File: config.mk
export PLATFORM = sky130hd
export DESIGN_NAME = crlf_sensor_reply_parser_unit
export DESIGN_NICKNAME = d
export VERILOG_FILES = /design/src/design/csrp_pkg.sv /design/src/design/crlf_sensor_reply_parser_unit.sv /design/src/design/csrp_front.sv /design/src/design/csrp_queue.sv /design/src/design/csrp_back.sv
export VERILOG_INCLUDE_DIRS = /design/src /design/src/design
export SDC_FILE = /design/constraint.sdc
export NUM_CORES = 1
export LEC_CHECK = 0
export ABC_AREA = 1
export BUFFER_PORTS_ARGS = -buffer_cell sky130_fd_sc_hd__buf_4
export CORE_UTILIZATION = 40
export DETAILED_ROUTE_END_ITERATION = 8
export PLACE_DENSITY_LB_ADDON = 0.15
export SLEW_MARGIN = 20
export SYNTH_ARGS = -nofsm -noshare
export SYNTH_HDL_FRONTEND = slang
export SYNTH_SLANG_ARGS = --single-unit
File: constraint.sdc
create_clock -name clk -period 7.9 [get_ports clk]
set_input_delay 1.58 -clock clk [delete_from_list [all_inputs] [get_ports clk]]
set_output_delay 1.58 -clock clk [all_outputs]
set_load 0.05 [all_outputs]
File: src/design/crlf_sensor_reply_parser_unit_macros.svh
// Assertion macros shared by the reply parser modules
`ifndef CRLF_SENSOR_REPLY_PARSER_UNIT_MACROS_SVH
`define CRLF_SENSOR_REPLY_PARSER_UNIT_MACROS_SVH

// check cons in the same cycle as ante
`define CSRP_ASSERT_NOW(label, ante, cons, msg) \
  label: assert property (@(posedge clk) disable iff (!rst_n) (ante) |-> (cons)) \
    else $error(msg);

// check cons in the cycle after ante
`define CSRP_ASSERT_NEXT(label, ante, cons, msg) \
  label: assert property (@(posedge clk) disable iff (!rst_n) (ante) |=> (cons)) \
    else $error(msg);

`endif

File: src/design/csrp_pkg.sv
// Shared types and constants of the reply parser
package csrp_pkg;

  localparam logic [7:0] CHR_CR    = 8'h0D;
  localparam logic [7:0] CHR_LF    = 8'h0A;
  localparam logic [7:0] CHR_NUL   = 8'h00;
  localparam logic [7:0] CHR_ZERO  = 8'h30;
  localparam logic [7:0] CHR_PLUS  = 8'h2B;
  localparam logic [7:0] CHR_V     = 8'h56;
  localparam logic [7:0] CHR_EQ    = 8'h3D;
  localparam logic [7:0] CHR_O     = 8'h4F;
  localparam logic [7:0] CHR_K     = 8'h4B;

  localparam int TAG_LEN = 9;
  localparam logic [TAG_LEN-1:0][7:0] VERSION_TAG = {
    8'h3D, 8'h4E, 8'h4F, 8'h49, 8'h53, 8'h52, 8'h45, 8'h56, 8'h2B
  };

  localparam int VIEW_LEN = 12;
  localparam int MIN_INDEX = 3;

  typedef logic [2:0] kind_t;

  localparam kind_t KIND_VERSION = 3'd0;
  localparam kind_t KIND_VOLTAGE = 3'd1;
  localparam kind_t KIND_OK      = 3'd2;
  localparam kind_t KIND_UNKNOWN = 3'd3;
  localparam kind_t KIND_SHORT   = 3'd4;

  typedef struct packed {
    kind_t      kind;
    logic [7:0] d_hi;
    logic [7:0] d_mid;
    logic [7:0] d_lo;
  } line_rec_t;

  typedef struct packed {
    logic full;
    logic empty;
  } queue_stat_t;

endpackage

File: src/design/crlf_sensor_reply_parser_unit.sv
// A line result passes the queue, then the result register, to the out_ ports.
// Throughput: one byte per cycle unless in_full; classification queue and result
// register hold up to 3 results; in_full rises only when all wait on out_pop.
// Reset: synchronous, active low; clears previous byte, write index, line
// store and queue, leaving no result pending.
// Top level of the CR/LF sensor reply parser
module crlf_sensor_reply_parser_unit #(
  parameter int LINE_DEPTH = 24
) (
  input  logic        clk,
  input  logic        rst_n,
  input  logic        in_push,
  output logic        in_full,
  input  logic [7:0]  in_rx_byte,
  input  logic        out_pop,
  output logic        out_empty,
  output logic [2:0]  out_line_kind,
  output logic [15:0] out_reply_value
);
  import csrp_pkg::*;

  logic        acc;
  logic        rec_push;
  line_rec_t   wr_rec;
  line_rec_t   rd_rec;
  queue_stat_t q_stat;
  logic        q_pop;

  assign in_full = q_stat.full;
  assign acc     = in_push && !q_stat.full;

  csrp_front #(
    .LINE_DEPTH(LINE_DEPTH)
  ) u_front (
    .clk     (clk),
    .rst_n   (rst_n),
    .acc     (acc),
    .rx_byte (in_rx_byte),
    .rec_push(rec_push),
    .rec     (wr_rec)
  );

  csrp_queue #(
    .DEPTH(2)
  ) u_queue (
    .clk   (clk),
    .rst_n (rst_n),
    .push  (rec_push),
    .wr_rec(wr_rec),
    .pop   (q_pop),
    .rd_rec(rd_rec),
    .stat  (q_stat)
  );

  csrp_back u_back (
    .clk            (clk),
    .rst_n          (rst_n),
    .q_stat         (q_stat),
    .q_rec          (rd_rec),
    .q_pop          (q_pop),
    .out_pop        (out_pop),
    .out_empty      (out_empty),
    .out_line_kind  (out_line_kind),
    .out_reply_value(out_reply_value)
  );

endmodule

File: src/design/csrp_front.sv
// Front end: line store, CR/LF detection and line classification
module csrp_front #(
  parameter int LINE_DEPTH = 24
) (
  input  logic               clk,
  input  logic               rst_n,
  input  logic               acc,
  input  logic [7:0]         rx_byte,
  output logic               rec_push,
  output csrp_pkg::line_rec_t rec
);
  import csrp_pkg::*;

  localparam int IDX_W = $clog2(LINE_DEPTH);
  localparam logic [IDX_W-1:0] LAST_IDX = IDX_W'(LINE_DEPTH - 1);

  logic [7:0]       prev_r, prev_nxt;
  logic [IDX_W-1:0] idx_r, idx_nxt;
  logic [7:0]       store_r [LINE_DEPTH];
  logic [7:0]       view [VIEW_LEN];
  logic [IDX_W:0]   idx_inc;
  logic             line_end;
  logic             tag_ok;
  logic             volt_ok;
  logic             ok_ok;

  assign line_end = (prev_r == CHR_CR) && (rx_byte == CHR_LF);
  assign idx_inc  = {1'b0, idx_r} + (IDX_W+1)'(1);
  assign rec_push = acc && line_end;

  always_comb begin
    for (int i = 0; i < VIEW_LEN; i++) begin
      if (idx_r == IDX_W'(i)) begin
        view[i] = CHR_LF;
      end else if (idx_inc == (IDX_W+1)'(i)) begin
        view[i] = CHR_NUL;
      end else begin
        view[i] = store_r[i];
      end
    end
  end

  always_comb begin
    tag_ok = 1'b1;
    for (int i = 0; i < TAG_LEN; i++) begin
      if (view[i] != VERSION_TAG[i]) begin
        tag_ok = 1'b0;
      end
    end
    volt_ok = (view[0] == CHR_PLUS) && (view[1] == CHR_V) && (view[2] == CHR_EQ);
    ok_ok   = (view[0] == CHR_O) && (view[1] == CHR_K);
  end

  always_comb begin
    if (idx_r < IDX_W'(MIN_INDEX)) begin
      rec.kind = KIND_SHORT;
    end else if (tag_ok) begin
      rec.kind = KIND_VERSION;
    end else if (volt_ok) begin
      rec.kind = KIND_VOLTAGE;
    end else if (ok_ok) begin
      rec.kind = KIND_OK;
    end else begin
      rec.kind = KIND_UNKNOWN;
    end
    rec.d_hi  = tag_ok ? view[9] : view[3];
    rec.d_mid = tag_ok ? view[11] : view[5];
    rec.d_lo  = view[6];
  end

  always_comb begin
    idx_nxt  = idx_r;
    prev_nxt = prev_r;
    if (acc) begin
      if (line_end) begin
        idx_nxt  = '0;
        prev_nxt = CHR_NUL;
      end else begin
        idx_nxt  = (idx_r == LAST_IDX) ? '0 : idx_r + IDX_W'(1);
        prev_nxt = rx_byte;
      end
    end
  end

  always_ff @(posedge clk) begin
    if (!rst_n) begin
      prev_r <= '0;
      idx_r  <= '0;
      for (int i = 0; i < LINE_DEPTH; i++) begin
        store_r[i] <= '0;
      end
    end else begin
      prev_r <= prev_nxt;
      idx_r  <= idx_nxt;
      for (int i = 0; i < LINE_DEPTH; i++) begin
        if (acc && (idx_r == IDX_W'(i))) begin
          store_r[i] <= rx_byte;
        end else if (acc && line_end && (idx_inc == (IDX_W+1)'(i))) begin
          store_r[i] <= CHR_NUL;
        end
      end
    end
  end

  `include "crlf_sensor_reply_parser_unit_macros.svh"

  `CSRP_ASSERT_NEXT(a_idx_cleared, rec_push, (idx_r == '0) && (prev_r == CHR_NUL), "index not cleared after line end")
  `CSRP_ASSERT_NOW(a_idx_range, 1'b1, idx_r <= LAST_IDX, "write index out of range")

endmodule

File: src/design/csrp_queue.sv
// Short queue of classified lines between front and back end
module csrp_queue #(
  parameter int DEPTH = 2
) (
  input  logic                  clk,
  input  logic                  rst_n,
  input  logic                  push,
  input  csrp_pkg::line_rec_t   wr_rec,
  input  logic                  pop,
  output csrp_pkg::line_rec_t   rd_rec,
  output csrp_pkg::queue_stat_t stat
);
  import csrp_pkg::*;

  localparam int PTR_W = (DEPTH > 1) ? $clog2(DEPTH) : 1;
  localparam int CNT_W = $clog2(DEPTH + 1);
  localparam logic [PTR_W-1:0] LAST_PTR = PTR_W'(DEPTH - 1);

  line_rec_t        slot_r [DEPTH];
  logic [PTR_W-1:0] wr_ptr_r, wr_ptr_nxt;
  logic [PTR_W-1:0] rd_ptr_r, rd_ptr_nxt;
  logic [CNT_W-1:0] count_r, count_nxt;
  logic             do_push;
  logic             do_pop;

  assign stat.full  = (count_r == CNT_W'(DEPTH));
  assign stat.empty = (count_r == '0);
  assign do_push    = push && !stat.full;
  assign do_pop     = pop && !stat.empty;
  assign rd_rec     = slot_r[rd_ptr_r];

  always_comb begin
    wr_ptr_nxt = wr_ptr_r;
    rd_ptr_nxt = rd_ptr_r;
    count_nxt  = count_r;
    if (do_push) begin
      wr_ptr_nxt = (wr_ptr_r == LAST_PTR) ? '0 : wr_ptr_r + PTR_W'(1);
    end
    if (do_pop) begin
      rd_ptr_nxt = (rd_ptr_r == LAST_PTR) ? '0 : rd_ptr_r + PTR_W'(1);
    end
    if (do_push && !do_pop) begin
      count_nxt = count_r + CNT_W'(1);
    end else if (do_pop && !do_push) begin
      count_nxt = count_r - CNT_W'(1);
    end
  end

  always_ff @(posedge clk) begin
    if (do_push) begin
      slot_r[wr_ptr_r] <= wr_rec;
    end
  end

  always_ff @(posedge clk) begin
    if (!rst_n) begin
      wr_ptr_r <= '0;
      rd_ptr_r <= '0;
      count_r  <= '0;
    end else begin
      wr_ptr_r <= wr_ptr_nxt;
      rd_ptr_r <= rd_ptr_nxt;
      count_r  <= count_nxt;
    end
  end

  `include "crlf_sensor_reply_parser_unit_macros.svh"

  `CSRP_ASSERT_NOW(a_no_push_full, push, !stat.full, "push into full queue")
  `CSRP_ASSERT_NOW(a_count_range, 1'b1, count_r <= CNT_W'(DEPTH), "queue count overflow")

endmodule

File: src/design/csrp_back.sv
// Back end: value decode and result register
module csrp_back (
  input  logic                  clk,
  input  logic                  rst_n,
  input  csrp_pkg::queue_stat_t q_stat,
  input  csrp_pkg::line_rec_t   q_rec,
  output logic                  q_pop,
  input  logic                  out_pop,
  output logic                  out_empty,
  output logic [2:0]            out_line_kind,
  output logic [15:0]           out_reply_value
);
  import csrp_pkg::*;

  logic        valid_r, valid_nxt;
  kind_t       kind_r;
  logic [15:0] value_r;
  logic [15:0] hi_term;
  logic [15:0] mid_term;
  logic [15:0] lo_term;
  logic [15:0] value_calc;

  assign q_pop     = !q_stat.empty && (!valid_r || out_pop);
  assign valid_nxt = q_pop || (valid_r && !out_pop);

  always_comb begin
    hi_term  = 16'(({8'h00, q_rec.d_hi} - {8'h00, CHR_ZERO}) * 16'd100);
    mid_term = 16'(({8'h00, q_rec.d_mid} - {8'h00, CHR_ZERO}) * 16'd10);
    lo_term  = {8'h00, q_rec.d_lo} - {8'h00, CHR_ZERO};
    case (q_rec.kind)
      KIND_VERSION: value_calc = hi_term + mid_term;
      KIND_VOLTAGE: value_calc = hi_term + mid_term + lo_term;
      default:      value_calc = '0;
    endcase
  end

  always_ff @(posedge clk) begin
    if (q_pop) begin
      kind_r  <= q_rec.kind;
      value_r <= value_calc;
    end
  end

  always_ff @(posedge clk) begin
    if (!rst_n) begin
      valid_r <= 1'b0;
    end else begin
      valid_r <= valid_nxt;
    end
  end

  assign out_empty       = !valid_r;
  assign out_line_kind   = kind_r;
  assign out_reply_value = value_r;

  `include "crlf_sensor_reply_parser_unit_macros.svh"

  `CSRP_ASSERT_NOW(a_zero_value, valid_r && (kind_r != KIND_VERSION) && (kind_r != KIND_VOLTAGE), value_r == '0, "non-zero value for non-numeric line")

endmodule
==> flow_metrics.py, run 1 <==
metrics = {
    "floorplanning": {
        "die_y_um": 165,
        "rows": 59,
        "die_w_um": 165,
        "initial_utilization_pct": 40.9,
        "coreArea_um2": 26100,
        "ioPinCount": 33,
        "die_area_um2": 27300,
    },
    "drt": {
        "wl_met1_um": 10800,
        "dr.max_layer_used": "met4",
        "ant_nets": 0,
        "routed_wl_um": 23700,
        "met3_length_um": 567,
        "num_vias": 7714,
        "dr.pass1.iters": 5,
        "drt_iter0_markers": 410,
        "wl_per_cell_um": 15.1,
        "wl_met2_um": 12000,
        "drc": 0,
        "via_per_inst": 4.91,
    },
    "global_route": {
        "grt_pass1_vias": 7694,
        "antenna_found_initial": 0,
        "grt_start_max_net_pins": 28,
        "grt-ovfl-total": 0,
        "track_usage_pct": 18.5,
        "grt_pass1_wl_um": 38500,
    },
    "critical_path": {
        "start_kind": "flop",
        "end_kind": "flop",
        "crit_type": "reg -> reg",
        "cp.arrival_ps": 6490,
        "r2r_cells": 31,
        "rr_endpoint": "u_back.out_reply_value[15]$_DFFE_PP_",
        "cp.required_ps": 8080,
        "path_max_fanout": 21,
        "r2r_slack_ps": 1600,
        "slowest_delay_ps": 510,
        "slowest_stage": "fa_1",
    },
    "yosys": {
        "yosysWarnings": 0,
        "syn_inst": 1189,
        "synth_area_leaders": "edfxtp_1 45%, ha_1 9.2%, nand2_1 7.8%",
        "synth_top_cell_area_share_pct": 45.4,
        "synth_seq_cells": 180,
        "syn_area_um2": 10700,
        "ys_seq_area_share_pct": 49.0,
        "synth_area_per_cell_um2": 8.96,
        "synth_ff_type": "edfxtp_1",
        "synth_edf_count": 161,
        "synth.largest_area_cell": "edfxtp_1",
        "yosysUniqueCellTypes": 48,
        "syn-num-nets": 1290,
        "async_flop_share_pct": 0,
    },
    "timing": {
        "min_period_over_period_pct": 79.8,
        "tightest_slew_ps": 1110,
        "timing.fmax_mhz": 159,
        "setup_tns_ps": 0,
        "rsz0062_at_grt": "false",
        "hold_viol_final": 0,
        "maxSlewHeadroom_pct": 25.0,
        "layout_min_cycle_time_ps": 6300,
        "setup-violations-final": 0,
        "fin_skew_ps": 18.8,
        "slew_violations": 0,
    },
    "cells_and_area": {
        "drive_gt1_share_pct": 8.99,
        "num_antenna_cells": 0,
        "final_cell_mix": "221 x nand2_1, 185 x nor2_1, 164 x inv_1, 161 x edfxtp_1, 78 x ha_1",
        "mostFrequentLayoutCell": "nand2_1",
        "nets": 1323,
        "syn_to_final_growth_pct": 11.2,
    },
    "clock_network": {
        "cts_tree": "yes",
        "cts.sinks": 180,
        "htree_levels": 4,
        "clockRootBuffer": "clkbuf_16",
        "cts_resized": 0,
        "worstSkewPairLatency_ps": 430,
        "numCtsBuffers": 17,
        "post_cts_buffers": 0,
        "hold_buffers": 0,
        "clk_pin_slew_worst_paths_ps": 70,
        "clockBufferDepth": 2,
    },
    "placed_design": {
        "portBuffers": 32,
        "hpwlAfterDp_um": 17300,
        "routabilityCongestion": 0.853,
    },
    "outcome": {
        "status": "complete, no violations",
    },
    "min_path": {
        "hp-start": "u_queue.rd_ptr_r$_SDFFE_PN0P_",
        "hold_path_depth": 1,
        "holdCritPathClass": "reg -> reg",
        "min_to": "u_queue.rd_ptr_r$_SDFFE_PN0P_",
    },
    "run": {
        "maxCapViolCount": 0,
    },
}
==> cell families (layout without fill, tap and decap cells) <==
group                      count (synthesis)  after routing  share of synthesized area, %
buffers and inverters                    191            237                          6.80
AOI/OAI and AO/OA                        154            154                          8.41
muxes                                      5              5                         0.470
and+or+nand+nor                          536            536                          21.3
adders and majority gates                 89             89                          11.2
xor gates and xnor gates                  34             34                          2.80
DFF                                      180            180                          49.0
==> area by class of cell <==
type,instances,area (um^2)
clock inverters,13,133
clock buffers,19,453
fillers,2504,14200
well taps,335,419
repair buffers,36,270
inverters,169,634
multi-input cells,818,4720
flip-flops and latches,180,5220
==> layer usage <==
metal / global-route usage [%] / up-vias
met4: 5.21 / 0
met1: 22.1 / 3554
li1: - / 4025
met3: 2.72 / 27
met5: 0 / -
met2: 34.1 / 108
==> worst max path at each step <==
stage                     from                                    to  slack (ps)  cells after the start
after floorplan           flop  u_back.out_reply_value[15]$_DFFE_PP_        2230                     28
after detailed placement  flop  u_back.out_reply_value[15]$_DFFE_PP_        1490                     31
after CTS                 flop  u_back.out_reply_value[15]$_DFFE_PP_        1490                     31
after global routing      flop  u_back.out_reply_value[15]$_DFFE_PP_         910                     31
final                     flop  u_back.out_reply_value[15]$_DFFE_PP_        1600                     31
after global placement    flop  u_back.out_reply_value[15]$_DFFE_PP_        1710                     31
==> worst max-delay path: cells and delay by family (launching register included) <==
family | cells | cell delay, ps
and+or+nand+nor | 10 | 1260
adders and majority gates | 7 | 2340
buffers and inverters | 6 | 590
xor gates and xnor gates | 3 | 750
DFF | 1 | 420
AOI/OAI and AO/OA | 5 | 720
==> cells in the mapped netlist (4+ instances only) <==
library cell / instances
nand2_1: 221
nor2_1: 187
inv_1: 164
edfxtp_1: 161
ha_1: 78
a21oi_1: 68
nand3_1: 62
o21ai_0: 49
xor2_1: 23
clkbuf_1: 21
dfxtp_1: 19
nor3_1: 14
nand4_1: 13
fa_1: 11
xnor2_1: 11
or2_2: 10
o21ai_2: 6
mux2i_1: 5
nor2_2: 5
nor4_1: 5
nand2_2: 4
o22ai_1: 4
==> state kept, by name, summed over array words and instances, names as in the netlist, named ones only <==
| register | cells |
|---|---|
| u_back.out_line_kind | 3 |
| u_back.out_reply_value | 16 |
| u_back.valid_r | 1 |
| u_front.idx_r | 5 |
| u_front.prev_r | 8 |
| u_front.store_r | 88 |
| u_queue.count_r | 2 |
| u_queue.rd_ptr_r | 1 |
| u_queue.slot_r | 54 |
| u_queue.wr_ptr_r | 1 |
==> per-stage QoR <==
step           util (%)  instance area [um^2]  setup slack, ps  cells  hold slack, ps
4_1_cts            45.4                 11800             1490   1570             461
2_1_floorplan         -                 10700             2230   1189             426
6_report           45.4                 11800             1600   1570             457
5_1_grt            45.4                 11800              912   1570             489
3_3_place_gp       43.2                 11300             1710   1538             437
3_5_place_dp       43.2                 11300             1490   1538             449
Power of run 1 is not shown: default switching activity piles up to over one toggle a cycle in this logic, so the estimate is an artifact.
==> inputs of run 2 (changes only) <==
==> constraint.sdc (replaced) <==
create_clock -name clk -period 5.57 [get_ports clk]
set_input_delay 1.114 -clock clk [delete_from_list [all_inputs] [get_ports clk]]
set_output_delay 1.114 -clock clk [all_outputs]
set_load 0.05 [all_outputs]
==> flow_metrics.py, run 2 (synthesis gave the netlist of run 1 again) <==
metrics = {
    "run": {
        "maxCapViolCount": 0,
    },
    "critical_path": {
        "cp-endpoint": "u_back.out_reply_value[15]$_DFFE_PP_",
        "path_max_fanout": 4,
        "cp.required_ps": 5760,
        "timing.rr.start": "u_queue.slot_r[1][20]$_DFFE_PP_",
        "r2r_cells": 30,
        "crit_path_start": "u_queue.slot_r[1][20]$_DFFE_PP_",
        "r2r_slack_ps": 330,
        "slowest_stage": "fa_1",
        "rr_endpoint": "u_back.out_reply_value[15]$_DFFE_PP_",
        "start_kind": "flop",
        "end_kind": "flop",
        "slowest_delay_ps": 490,
        "cp.arrival_ps": 5430,
        "crit_type": "reg -> reg",
    },
    "global_route": {
        "track_usage_pct": 18.9,
        "grt_start_max_net_pins": 28,
        "use_met2_pct": 33.7,
        "globalRoute.busiestLayer": "met2",
        "antenna_found_initial": 0,
        "grt_pass1_wl_um": 39300,
        "grt-ovfl-total": 0,
        "grt.met1_usage_pct": 22.5,
        "grt_pass1_vias": 7784,
        "use_met3_pct": 2.82,
    },
    "cells_and_area": {
        "finish.utilization_pct": 47.2,
        "mostFrequentLayoutCell": "nand2_1",
        "drive_gt1_share_pct": 14.0,
        "top_register": "u_front.store_r",
        "num_antenna_cells": 0,
        "syn_to_final_growth_pct": 15.5,
        "final_cell_mix": "220 x nand2_1, 182 x nor2_1, 162 x inv_1, 161 x edfxtp_1, 68 x buf_4",
        "largest_register_ffs": 88,
        "nets": 1355,
    },
    "clock_network": {
        "clockBufferDepth": 2,
        "cts.sinks": 180,
        "cts_tree": "yes",
        "htree_levels": 4,
        "hold_buffers": 0,
        "numCtsBuffers": 17,
        "clk_pin_slew_worst_paths_ps": 80,
        "worstSkewPairLatency_ps": 440,
        "clockRootBuffer": "clkbuf_16",
    },
    "drt": {
        "ant_nets": 0,
        "num_vias": 8006,
        "wl_per_cell_um": 15.2,
        "drc": 0,
        "dr.pass1.iters": 4,
        "routed_wl_um": 24300,
        "drt_iter0_markers": 480,
        "via_per_inst": 5.00,
    },
    "timing": {
        "layout_setup_ws_ps": 334,
        "maxSlewHeadroom_pct": 35.8,
        "hold_viol_final": 0,
        "setup-violations-final": 0,
        "min_period_over_period_pct": 94.0,
        "timing.fmax_mhz": 191,
        "tightest_slew_ps": 962,
        "fin_skew_ps": 25.1,
        "setup_tns_ps": 0,
        "layout_min_cycle_time_ps": 5240,
        "hold_ws_ps": 464,
        "slew_violations": 0,
        "rsz0062_at_grt": "true",
    },
    "placed_design": {
        "dp_slack_ps": -1.92,
        "routabilityCongestion": 0.885,
        "hpwlAfterDp_um": 17800,
        "portBuffers": 32,
    },
    "floorplanning": {
        "ioPinCount": 33,
        "die_y_um": 165,
        "die_w_um": 165,
        "coreArea_um2": 26100,
        "rows": 59,
        "initial_utilization_pct": 40.9,
        "die_area_um2": 27300,
    },
    "min_path": {
        "holdCritPathClass": "reg -> reg",
    },
    "outcome": {
        "status": "complete, no violations",
    },
}
[run 2: how the worst min path moves through the flow]
| stage | startpoint | depth (start not counted) | endpoint |
|---|---|---|---|
| floorplan | u_queue.rd_ptr_r$_SDFFE_PN0P_ | 1 | flop |
| global placement | u_queue.rd_ptr_r$_SDFFE_PN0P_ | 1 | u_queue.rd_ptr_r$_SDFFE_PN0P_ |
| detailed placement | u_queue.rd_ptr_r$_SDFFE_PN0P_ | 1 | u_queue.rd_ptr_r$_SDFFE_PN0P_ |
| CTS | u_queue.rd_ptr_r$_SDFFE_PN0P_ | 1 | u_queue.rd_ptr_r$_SDFFE_PN0P_ |
| global route | u_queue.rd_ptr_r$_SDFFE_PN0P_ | 1 | u_queue.rd_ptr_r$_SDFFE_PN0P_ |
| finish | u_queue.rd_ptr_r$_SDFFE_PN0P_ | 1 | u_queue.rd_ptr_r$_SDFFE_PN0P_ |
[run 2: through the flow]
step	area [um^2]	instances
2_1_floorplan	10700	1189
3_3_place_gp	11400	1560
3_5_place_dp	11400	1560
4_1_cts	12000	1592
5_1_grt	12300	1602
6_report	12300	1602
[run 2: repair_timing]
item,CTS,global route
resized for setup,1,42
setup endpoints to repair,1,5
gates cloned,0,0
pin swaps,0,20
buffers inserted,0,10
[run 2: critical path: cells and delay by family, from the launching register on]
kind	cells	cell delay, ps
compound gates	6	610
buf+inv	5	380
simple gates	10	1140
xor+xnor	3	620
fa+ha+maj	6	1870
flops	1	370
[run 2: cell type report]
cell class | count | area, um^2
clock inverter | 13 | 136
timing repair buffer | 68 | 510
tap | 335 | 419
sequential | 180 | 5220
fill | 2511 | 13800
multi-input combinational | 818 | 4940
inverter | 169 | 634
clock buffer | 19 | 453
[run 2: metal layers]
metal | share of wire, % | up-vias
li1 | - | 4096
met1 | 43 | 3739
met2 | 51 | 129
met3 | 3.1 | 42
met4 | 2.6 | 0
met5 | 0 | -
Power of run 2 is left out for the same reason.
